**src/nsd_pkg.sv**
```systemverilog
package nsd_pkg;

  localparam int MAX_VARS   = 16;
  localparam int MAX_REFS   = 256;
  localparam int VALUE_BITS = 8;

  localparam int POS_W = $clog2(MAX_VARS);
  localparam int IDX_W = $clog2(MAX_REFS);
  localparam int CNT_W = $clog2(MAX_REFS + 1);

  // field widths of the ports
  localparam int NV_W     = 5;
  localparam int MAXV_W   = 8;
  localparam int ACT_W    = 2;
  localparam int VAL_W    = 8;
  localparam int BIDX_W   = 8;
  localparam int HAM_W    = 5;
  localparam int MAN_W    = 12;
  localparam int SCORE_W  = 20;
  localparam int WEIGHT_W = 16;

  // adder tree grouping in the distance pipeline
  localparam int GRP_LANES = 4;
  localparam int NUM_GRP   = MAX_VARS / GRP_LANES;

  // command queue between front and back
  localparam int CMDQ_DEPTH = 4;
  localparam int CMDQ_AW    = $clog2(CMDQ_DEPTH);
  localparam int CMDQ_CW    = $clog2(CMDQ_DEPTH + 1);

  localparam logic [ACT_W-1:0] ACT_LOAD  = 2'd0;
  localparam logic [ACT_W-1:0] ACT_QUERY = 2'd1;
  localparam logic [ACT_W-1:0] ACT_CLEAR = 2'd2;

  typedef enum logic [1:0] {
    CMD_LOAD,
    CMD_QELEM,
    CMD_CLEAR
  } cmd_kind_t;

  typedef struct packed {
    cmd_kind_t             kind;
    logic [VALUE_BITS-1:0] value;
  } cmd_t;

  typedef struct packed {
    logic [NV_W-1:0]   nv;
    logic [MAXV_W-1:0] maxv;
  } cfg_t;

  typedef logic [MAX_VARS-1:0][VALUE_BITS-1:0] vec_t;

  typedef struct packed {
    logic             valid;
    logic             last;
    logic [IDX_W-1:0] idx;
  } tag_t;

  typedef struct packed {
    logic               valid;
    logic               last;
    logic [IDX_W-1:0]   idx;
    logic [HAM_W-1:0]   ham;
    logic [MAN_W-1:0]   man;
    logic [SCORE_W-1:0] score;
  } dist_t;

endpackage

```
**src/nsd_front.sv**
```systemverilog
module nsd_front import nsd_pkg::*; (
  input  logic             clk,
  input  logic             rst,
  input  logic             push,
  output logic             full,
  input  logic [ACT_W-1:0] action,
  input  logic [VAL_W-1:0] value,
  output logic             cmd_valid,
  output cmd_t             cmd,
  input  logic             cmd_pop
);

  cmd_t               q [CMDQ_DEPTH];
  logic [CMDQ_AW-1:0] head;
  logic [CMDQ_AW-1:0] tail;
  logic [CMDQ_CW-1:0] cnt;

  cmd_t cls;
  logic keep;
  logic enq;
  logic deq;

  // unused action code is taken and dropped
  always_comb begin
    cls.value = value[VALUE_BITS-1:0];
    cls.kind  = CMD_LOAD;
    keep      = 1'b1;
    case (action)
      ACT_LOAD:  cls.kind = CMD_LOAD;
      ACT_QUERY: cls.kind = CMD_QELEM;
      ACT_CLEAR: cls.kind = CMD_CLEAR;
      default:   keep = 1'b0;
    endcase
  end

  assign full      = (cnt == CMDQ_CW'(CMDQ_DEPTH));
  assign cmd_valid = (cnt != '0);
  assign cmd       = q[head];
  assign enq       = push && !full && keep;
  assign deq       = cmd_pop && cmd_valid;

  always_ff @(posedge clk) begin
    if (rst) begin
      head <= '0;
      tail <= '0;
      cnt  <= '0;
    end else begin
      if (enq) tail <= tail + CMDQ_AW'(1);
      if (deq) head <= head + CMDQ_AW'(1);
      if (enq && !deq) cnt <= cnt + CMDQ_CW'(1);
      else if (!enq && deq) cnt <= cnt - CMDQ_CW'(1);
    end
  end

  always_ff @(posedge clk) begin
    if (enq) q[tail] <= cls;
  end

endmodule

```
**config.mk**
```make
export PLATFORM = sky130hd
export DESIGN_NAME = nsd_front
export DESIGN_NICKNAME = d
export VERILOG_FILES = /design/src/nsd_pkg.sv /design/src/nsd_front.sv
export SDC_FILE = /design/constraint.sdc
export NUM_CORES = 1
export LEC_CHECK = 0
export ABC_AREA = 0
export BUFFER_PORTS_ARGS = -buffer_cell sky130_fd_sc_hd__buf_2
export CAP_MARGIN = 40
export CORE_UTILIZATION = 55
export DETAILED_ROUTE_END_ITERATION = 10
export PLACE_DENSITY_LB_ADDON = 0.25
export SYNTH_ARGS = -nofsm -noshare
export SYNTH_HDL_FRONTEND = slang
export SYNTH_SLANG_ARGS = --single-unit
export TNS_END_PERCENT = 20
```
**constraint.sdc**
```tcl
create_clock -name clk -period 3.8 [get_ports clk]
set_clock_uncertainty 0.15 [all_clocks]
set_input_delay 0.38 -clock clk [delete_from_list [all_inputs] [get_ports clk]]
set_output_delay 0.38 -clock clk [all_outputs]
set_load 0.02 [all_outputs]
```
### Yosys cells after proc, flatten, opt, wreduce, memory -nomap -nowiden

Memory sizes are Yosys's and may differ from the RTL's. A register that Yosys moved wholly into a read port is not among the register bits.
Cells that the tools add are included.

| word-level totals | value |
|---|---|
| bits in registers | 7 |
| RAM bits | 40 |
| input bits | 14 |
| output and inout bits | 12 |
| word-level logic and storage cells | 31 |
| memories | 1 |

| operators by class | value |
|---|---|
| $add $sub $neg | 4 |
| equal/unequal tests | 3 |
| multiplexer cells | 8 |
| reductions and logical operators | 12 |

Memory list:

| name | words | width | read ports | clocked after Yosys merged registers in | wr ports | line | source |
|---|---|---|---|---|---|---|---|
| q | 4 | 10 | 1 | 1 | 1 | nsd_front.sv:13 | `cmd_t q [CMDQ_DEPTH];` |

Operators by type and width:

| kind | number |
|---|---|
| $mux W3 | 2 |
| $logic_and A1 B1 Y1 | 5 |
| $add A2 B1 Y2 const B | 2 |
| $mux W2 | 2 |
| $pmux W2 S2 | 1 |
| $add A3 B1 Y3 const B | 1 |
| $eq A3 B3 Y1 const B | 1 |
| $logic_not A1 Y1 | 3 |
| $mux W1 | 3 |
| $reduce_bool A3 Y1 | 1 |
| $reduce_or A3 Y1 | 1 |
| $sub A3 B1 Y3 const B | 1 |
| $eq A2 B1 Y1 const B | 1 |
| $eq A2 B2 Y1 const B | 1 |
| $logic_not A2 Y1 | 1 |
| $reduce_bool A2 Y1 | 1 |

### Depth between registers and ports, before layout

Gate-level depths: netlist of run 1.

| logic depth | value |
|---|---|
| depth in word-level cells | 8 |
| depth in mapped cells | 8 |
| gate-level depth less buffers | 8 |

### Worst setup path before layout of run 1

Ideal clock, no wire load.

| path | value |
|---|---|
| path type | register -> register |
| start point | reg cnt[0] |
| end point | reg cnt[2] |
| library setup time | 0.070 ns |
| arrival time | 2.201 ns |
| path slack | 1.379 ns |
| cell stages (with the launch flop) | 9 |
| path through | dfxtp_1 nor3b_2 a211oi_4 ha_1 inv_1 fa_1 xor2_1 or3_2 a21oi_1 |

| between the ends | value |
|---|---|
| word-level cells in the longest chain between the ends | 7 |
| elaborated cells between the ends (all ways) | 15 |
| those cells by class | 2 x add/sub; 1 x eq/ne; 2 x mux; 10 x reduce/logical |

Ends and longest elaborated chain:

| element | line | source |
|---|---|---|
| start, declared | nsd_front.sv:16 | `logic [CMDQ_CW-1:0] cnt;` |
| start signal, assigned | nsd_front.sv:50 | `if (enq && !deq) cnt <= cnt + CMDQ_CW'(1);` |
| start signal, assigned | nsd_front.sv:51 | `else if (!enq && deq) cnt <= cnt - CMDQ_CW'(1);` |
| $eq A3 B3 Y1 * | nsd_front.sv:36 | `assign full = (cnt == CMDQ_CW'(CMDQ_DEPTH));` |
| named net full | nsd_front.sv:5 | `output logic full,` |
| $logic_not A1 Y1 * | nsd_front.sv:39 | `assign enq = push && !full && keep;` |
| $logic_and A1 B1 Y1 * (2 in series) | nsd_front.sv:39 |  |
| named net enq | nsd_front.sv:20 | `logic enq;` |
| $logic_not A1 Y1 | nsd_front.sv:51 |  |
| $logic_and A1 B1 Y1 | nsd_front.sv:51 |  |
| $reduce_bool A2 Y1 (no source line) | n/a |  |

Mark *: on every way through the listed nets, which the timed path passes. The rest lies on a longest branch. The select of a mux whose other input is x is not followed.
A chain may end at the register's enable or synchronous reset.

### Worst setup path after layout of run 1

| path | value |
|---|---|
| start point | reg cnt[0] |
| end point | reg cnt[2] |

| between the ends | value |
|---|---|
| word-level cells in the longest chain between the ends | 7 |
| elaborated cells between the ends (all ways) | 15 |
| those cells by class | 2 x add/sub; 1 x eq/ne; 2 x mux; 10 x reduce/logical |

Ends and longest elaborated chain:

| element | line |
|---|---|
| $eq A3 B3 Y1 * | nsd_front.sv:36 |
| $logic_not A1 Y1 * | nsd_front.sv:39 |
| $logic_and A1 B1 Y1 * (2 in series) | nsd_front.sv:39 |
| named net enq | nsd_front.sv:20 |
| $logic_not A1 Y1 | nsd_front.sv:51 |
| $logic_and A1 B1 Y1 | nsd_front.sv:51 |
| $reduce_bool A2 Y1 (no source line) | n/a |

Marked as above.

==> results by group, run 1 <==
Floorplanning
  • Total I/O pin count: 26
  • Die width: around 61 µm
  • Die height: 61.4 µm
  • Die area: 3770 µm²
  • Initial Util: 0.577
  • Core area: 3360 µm²
  • Rows: 21

Worst setup path
  • CP endpoint kind: register
  • Cell Chain, Critical Path: nor3b_2 -> a211oi_4 -> ha_1 -> inv_1 -> fa_1 -> xor2_1 -> or3_2 -> a21oi_1
  • Max FO, Critical Path: 7
  • CP max stage cell: dfxtp_1
  • Critical Path Max Stage Delay: 480 ps
  • Kind of critical path: register to register
  • CP delay by family, top: adder cells
  • Bufs and invs on worst path: 1
  • Worst EP required: 3950 ps
  • Crit path DAT: 2710 ps
  • CP startpoint kind: register

GRT
  • Global route overflow: 0
  • Pin count of the biggest net entering global routing: 16
  • Gr usage total: 0.168
  • Initial antenna violation count: 0
  • First-pass GRT wire length: around 4.2 mm
  • Met3 usage: 0.0567
  • Met2 global-route usage: 0.275
  • GRT busiest layer: met2
  • Grt met1 use: 0.205
  • Vias in the first global route: 895

Detailed routing
  • # DRC: 0
  • Routed Wire Length: 2.80 mm
  • DRT antenna net count: 0
  • Number of detailed-route iterations in the first pass: 4
  • Routed len/inst: 15.7 µm
  • Iteration-0 DRC count of the detailed router: 15
  • Vias: 941
  • Vias per inst: 5.29

Min path
  • Hold Path Class: primary input to register

Yosys
  • Top cell type's share of synthesized area: 0.619
  • YS warnings: 0
  • Syn Inst Count: about 100
  • Syn_nets: 122
  • Post-synth top flop: edfxtp_1
  • Synth area leaders: edfxtp_1, mux4_2, dfxtp_1
  • Top-count cell post-synth: edfxtp_1
  • Synth area leader: edfxtp_1
  • Seq/Total Area, Yosys: 0.712
  • EDFF count, synth: 40
  • Most frequent cells after synthesis: edfxtp_1, mux4_2, dfxtp_1
  • Synthesized area: 1940 µm²
  • Async set-or-reset flop fraction in the synthesized netlist: 0
  • Yosys cell types: 24
  • Avg Synthesized Cell Area: 19.0 µm²
  • Yosys reg bits: between 40 and 50

Job
  • Number of max-cap violations: 0

Power and ir drop
  • Worst VDD drop: 0.380 mV
  • Power density cells: around 660 nW/µm²
  • Leak Pwr: roughly 0.80 nW

Placed design
  • Placer Congestion: 0.665
  • Final HPWL DP: 1.89 mm
  • Number of buffers added on ports: 25

STA
  • Setup_tns: 0 ps
  • Final period util: 0.675
  • Hold slack: ~81 ps
  • Final number of setup-violating endpoints: 0
  • Slew Limit Headroom: 0.550
  • Final max-slew violation count: 0
  • Hold Violations, Final: 0
  • Crit path time final: 2570 ps
  • Fmax: 390 MHz
  • Slew at the pin closest to its max-slew limit: 674 ps
  • RSZ-0062 raised after global routing: no

Clocking
  • H-tree levels: 2
  • Root Driver: clkbuf_4
  • Clk sinks: 49
  • Post-cts resize count: 0
  • CTS Hold Bufs: 0
  • Clock Latency Late Sink: 350 ps
  • Clk slew on worst S/H paths: 140 ps
  • Buffer count from post-CTS setup fixing: 0
  • Inserted Clock Buffers: 5
  • CTS tree: built
  • Worst-case clock buffer depth: 2

Layout
  • NumNets Final: 151
  • Ratio of cells with drive above 1 in the final layout: 0.379
  • Antenna cell count: 0
  • # fillers: 253
  • Area Growth Syn to Fin: 14.1%

Outcome
  • Status: complete, no violations
[worst register-to-register path: stages (launching register included)]
cell and delay [ps]:
dfxtp_1 480, nor3b_2 110, a211oi_4 370, ha_1 260, inv_1 60, fa_1 370
xor2_1 160, or3_2 400, a21oi_1 140
[final timing paths]
check                        from                   end  slack, ps  depth (start not counted)
min                      value[7]     q[1][7]$_DFFE_PP_         80                          1
max           cnt[0]$_SDFFE_PP0P_   cnt[2]$_SDFFE_PP0P_       1230                          8
max reg2reg   cnt[0]$_SDFFE_PP0P_   cnt[2]$_SDFFE_PP0P_       1230                          8
min reg2reg  tail[1]$_SDFFE_PP0P_  tail[1]$_SDFFE_PP0P_        380                          2
[stage by stage]
stage / cell area [µm²] / cells / power [W] / worst slack (ps) / util
2_1_floorplan: 1940 / 102 / 0.00100 / 1380 / -
3_3_place_gp: 2110 / 170 / 0.00110 / 1380 / 0.627
3_5_place_dp: 2110 / 170 / 0.00111 / 1270 / 0.627
4_1_cts: 2210 / 178 / 0.00147 / 1240 / 0.658
5_1_grt: 2210 / 178 / 0.00154 / 1080 / 0.658
6_report: 2210 / 178 / 0.00146 / 1230 / 0.658
[layout by cell type (no fill, tap or decap)]
master / instances
a21oi_1: 1
a211oi_4: 1
fa_1: 1
mux2i_1: 2
bufinv_16: 2
and2_2: 2
mux4_2: 10
inv_1: 4
edfxtp_1: 40
and2_1: 2
nor2_1: 7
or3_2: 2
o31ai_1: 1
nand2b_1: 2
nor2b_1: 2
clkinv_2: 1
o21ai_0: 1
xor2_1: 4
ha_1: 5
buf_2: 25
mux2_4: 1
nor3b_2: 1
o311ai_0: 1
dfxtp_1: 9
clkbuf_4: 5
[sequential cells by signal, indices dropped and copies added, names as in the netlist, named ones only]
| signal | flops |
|---|---|
| cnt | 3 |
| tail | 2 |
| q | 40 |
| head | 2 |
[cells by family after synthesis]
family / synth area share
AO/OA/AOI/OAI: 0.0239
adder cells (fa/ha/maj): 0.0426
buffers and inverters: 0.0142
multiplexers: 0.134
flip-flops: 0.712
XOR/XNOR: 0.0181
AND/OR/NAND/NOR: 0.0548
[where the power goes]
group	leakage (nW)	internal, W	switching [W]	total (W)
Combinational	0.301	0.000184	0.000196	0.000381
Sequential	0.440	0.000645	0.0000704	0.000715
Clock	0.0552	0.000204	0.000159	0.000363
[area by class of cell]
cell class                      instances  area [µm²]  share of cell area
Clock inverter                          3        65.1              0.0294
Sequential cell                        49        1380               0.624
Inverter                                4        15.0             0.00679
Tap cell                               46        57.6              0.0260
Multi-Input combinational cell         46         531               0.240
Clock buffer                            5        37.5              0.0170
Timing Repair Buffer                   25         125              0.0566
[metal layers]
metal / wire [µm] / vias up
met3: 103 / 4
met1: 1270 / 469
met5: 0 / -
met2: 1390 / 23
met4: 40 / 0
li1: - / 445
No activity file was read; power rests on OpenSTA's default activity.
==> inputs of run 2 (changes only) <==
- ABC_AREA: 0 -> 1
- CORE_UTILIZATION: 55 -> 51
- clock period: 3.8 -> 2.2 ns (I/O delays scaled with it)
==> run 2 against run 1 <==
Clock power increased by 70%. Clock-buffer cell count is 1 higher. Cell count increased by 47%. Area after synthesis increased by 4.7%. Synthesized cell count is 69% higher. Total power increased by 81%. Wire length is 21% higher. First-iteration DRC count rose to 4.4 times the previous value. Combinational power up 120%. Utilization shrank 0.80 points. Worst hold slack improved by 27 ps.
==> results by group, run 2 <==
Layout
  • Biggest register: q
  • Commonest cells after routing, fill and taps aside: edfxtp_1, nor2_1, buf_2, o21ai_0, inv_1
  • NumNets Final: 233 (+54%)
  • Max reg flops: 40 (unchanged)
  • Ratio of cells with drive above 1 in the final layout: 0.220 (-0.159)
  • Area Growth Syn to Fin: 19.8%
  • Antenna cell count: 0 (unchanged)
  • Commonest non-fill, non-tap cell in the layout: edfxtp_1
  • Largest regs: q (40), cnt (3)

STA
  • Setup_tns: 0 ps (unchanged)
  • RSZ-0062 raised after global routing: no
  • Slew Limit Headroom: 0.611 (+0.0615)
  • Hold Violations, Final: 0 (unchanged)
  • Crit path time final: 1970 ps (-592 ps)
  • Slew at the pin closest to its max-slew limit: 582 ps (-92.0 ps)
  • Final number of setup-violating endpoints: 0 (unchanged)
  • Final period util: 0.898 (+0.222)
  • Fmax: 506 MHz (+30%)
  • Final max-slew violation count: 0 (unchanged)

Floorplanning
  • Rows: 22 (+4.8%)
  • Initial Util: 0.542 (-0.0342)
  • Die height: 65.1 µm (+6.1%)
  • Total I/O pin count: 26 (unchanged)
  • Core area: 3740 µm² (+11%)
  • Die area: 4240 µm² (+12%)
  • Die width: 65.1 µm (+6.1%)

Outcome
  • Status: complete, no violations

Clocking
  • Post-cts resize count: 0 (unchanged)
  • CTS tree: built
  • Worst-case clock buffer depth: 2 (unchanged)
  • Inserted Clock Buffers: 5 (unchanged)
  • H-tree levels: 2 (unchanged)
  • Root Driver: clkbuf_8
  • Clk sinks: 49 (unchanged)
  • Clk slew on worst S/H paths: 80 ps (-60 ps)
  • Clock Latency Late Sink: 290 ps (-60 ps)

Worst setup path
  • Worst EP required: 2250 ps (-1700 ps)
  • Kind of critical path: register to register
  • CP startpoint kind: register
  • R2R Setup Slk: 230 ps (-1010 ps)
  • Crit Reg-Reg Endpoint: cnt[2]$_SDFFE_PP0P_
  • Max FO, Critical Path: 5 (-2)
  • CP endpoint kind: register
  • Crit path DAT: 2020 ps (-690 ps)
  • Cell count of the worst reg-to-reg path: 13 (+5)
  • Worst r2r src: cnt[1]$_SDFFE_PP0P_

Yosys
  • Synth area leaders: edfxtp_1, dfxtp_1, nor2_1
  • Post-synth top flop: edfxtp_1
  • YS warnings: 0 (unchanged)
  • Synthesized area: 2030 µm² (+4.7%)
  • Yosys reg bits: 49 (unchanged)
  • Top cell type's share of synthesized area: 0.591 (-0.0279)
  • Async set-or-reset flop fraction in the synthesized netlist: 0 (unchanged)
  • EDFF count, synth: 40 (unchanged)
  • Most frequent cells after synthesis: edfxtp_1, nor2_1, o21ai_0
  • Top-count cell post-synth: edfxtp_1
  • Syn_nets: 192 (+57%)
  • Avg Synthesized Cell Area: 11.8 µm² (-38%)
  • Seq/Total Area, Yosys: 0.680 (-0.0320)
  • Syn Inst Count: 172 (+69%)
  • Yosys cell types: 22 (-8.3%)
  • Synth area leader: edfxtp_1

Placed design
  • Number of buffers added on ports: 25 (unchanged)
  • Placer Congestion: 0.689 (+3.6%)
  • Final HPWL DP: 2.24 mm (+18%)

Power and ir drop
  • Reg power frac: 0.448 (-0.042)
  • Total power: 0.00264 W (+81%)
  • Power density cells: 1090 nW/µm² (+65%)
  • Sw Ratio: 0.338 (+0.0465)
  • Worst VDD drop: 0.728 mV (+92%)
  • Net Switching: 0.000894 W (+110%)
  • Clock power frac: 0.233 (-0.016)
  • Combinational share of power: 0.319 (+0.058)
  • Internal power: 0.00175 W (+69%)
  • Leak Pwr: 0.962 nW (+21%)

Detailed routing
  • Met2 wire len: 1.83 mm (+32%)
  • Vias per inst: 5.02 (-5.1%)
  • Top Metal Used: met4
  • Routed Wire Length: 3.39 mm (+21%)
  • M1 wire length: 1.34 mm (+5.4%)
  • DRT antenna net count: 0 (unchanged)
  • Met3 Routed Length: 169 µm (+64%)
  • Routed len/inst: 12.9 µm (-18%)
  • Number of detailed-route iterations in the first pass: 4 (unchanged)
  • Iteration-0 DRC count of the detailed router: 66 (+51)
  • # DRC: 0 (unchanged)
  • Vias: 1315 (+40%)

Job
  • Number of max-cap violations: 0 (unchanged)

GRT
  • First-pass GRT wire length: 5.34 mm (+27%)
  • Pin count of the biggest net entering global routing: 21 (+5)
  • Global route overflow: 0 (unchanged)
  • Vias in the first global route: 1250 (+40%)
  • Gr usage total: 0.176 (+0.00788)
  • Initial antenna violation count: 0 (unchanged)

Min path
  • Hold endpoint: head[1]$_SDFFE_PP0P_
  • Hold Startpoint: cmd_pop
  • Hold Path Class: primary input to register
  • WHS Path Cells: 3 (+2)
## run 2: per-layer routing
metal / GRT usage / up-vias
met5: 0 / -
met4: 0.103 / 0
met3: 0.0399 / 7
met2: 0.323 / 35
met1: 0.183 / 606
li1: - / 667
## run 2: what timing repair did
item | CTS | global route
endpoints found under the hold margin | 35 | 0
setup buffers | 0 | 0
hold buffers | 9 | 0
## run 2: power by group through the flow
stage               Combinational, W  Clock [W]  Sequential, W
floorplan                   0.000605          0        0.00119
global placement            0.000798          0        0.00120
detailed placement          0.000839          0        0.00120
CTS                         0.000853   0.000624        0.00118
finish                      0.000842   0.000617        0.00118
global route                0.000931   0.000660        0.00119
## run 2: worst max-delay path by stage
stage | from | to | cells after the start
after floorplan | cnt[1]$_SDFFE_PP0P_ | cnt[1]$_SDFFE_PP0P_ | 9
after global placement | cnt[1]$_SDFFE_PP0P_ | cnt[1]$_SDFFE_PP0P_ | 9
after detailed placement | cnt[0]$_SDFFE_PP0P_ | cnt[2]$_SDFFE_PP0P_ | 13
after CTS | cnt[0]$_SDFFE_PP0P_ | cnt[2]$_SDFFE_PP0P_ | 13
after global routing | register | cmd[9] | 4
final | cnt[1]$_SDFFE_PP0P_ | cnt[2]$_SDFFE_PP0P_ | 13
## run 2: critical path, stage by stage, from the launching register on
cell and delay [ps]:
dfxtp_1 430, nor2_4 80, nand2_4 90, nand2_4 70
inv_2 80, ha_1 170, inv_1 70, fa_1 390
inv_1 70, nand2_1 50, nand3_1 80, nand2_1 50
nand2_1 50, nor2_1 30
## run 2: cells by family (layout without fill, tap and decap cells)
kind of cell,after synthesis,count (layout),share of synthesized area
AOI/OAI and AO/OA,35,35,0.0980
and+or+nand+nor,56,56,0.129
buffers and inverters,25,67,0.0481
xor gates and xnor gates,1,1,0.00431
DFF,49,49,0.680
adders and majority gates,6,6,0.0407
## run 2: metrics by stage
step	cells	util	instance area, µm²	hold slack, ps	setup slack (ps)
after CTS	262	0.650	2430	102	212
final	262	0.650	2430	109	225
after global placement	245	0.596	2230	282	326
after floorplan	172	-	2030	139	372
after detailed placement	245	0.596	2230	288	235
after global routing	262	0.650	2430	129	83.3
## run 2: cell type report
cell class / instances / area (µm²)
clock buffer: 6 / 72.6
fill: 301 / 1310
timing repair buffer: 39 / 253
clock inverter: 2 / 38.8
sequential: 49 / 1380
inverter: 20 / 75.1
multi-input combinational: 98 / 552
tap: 48 / 60.1
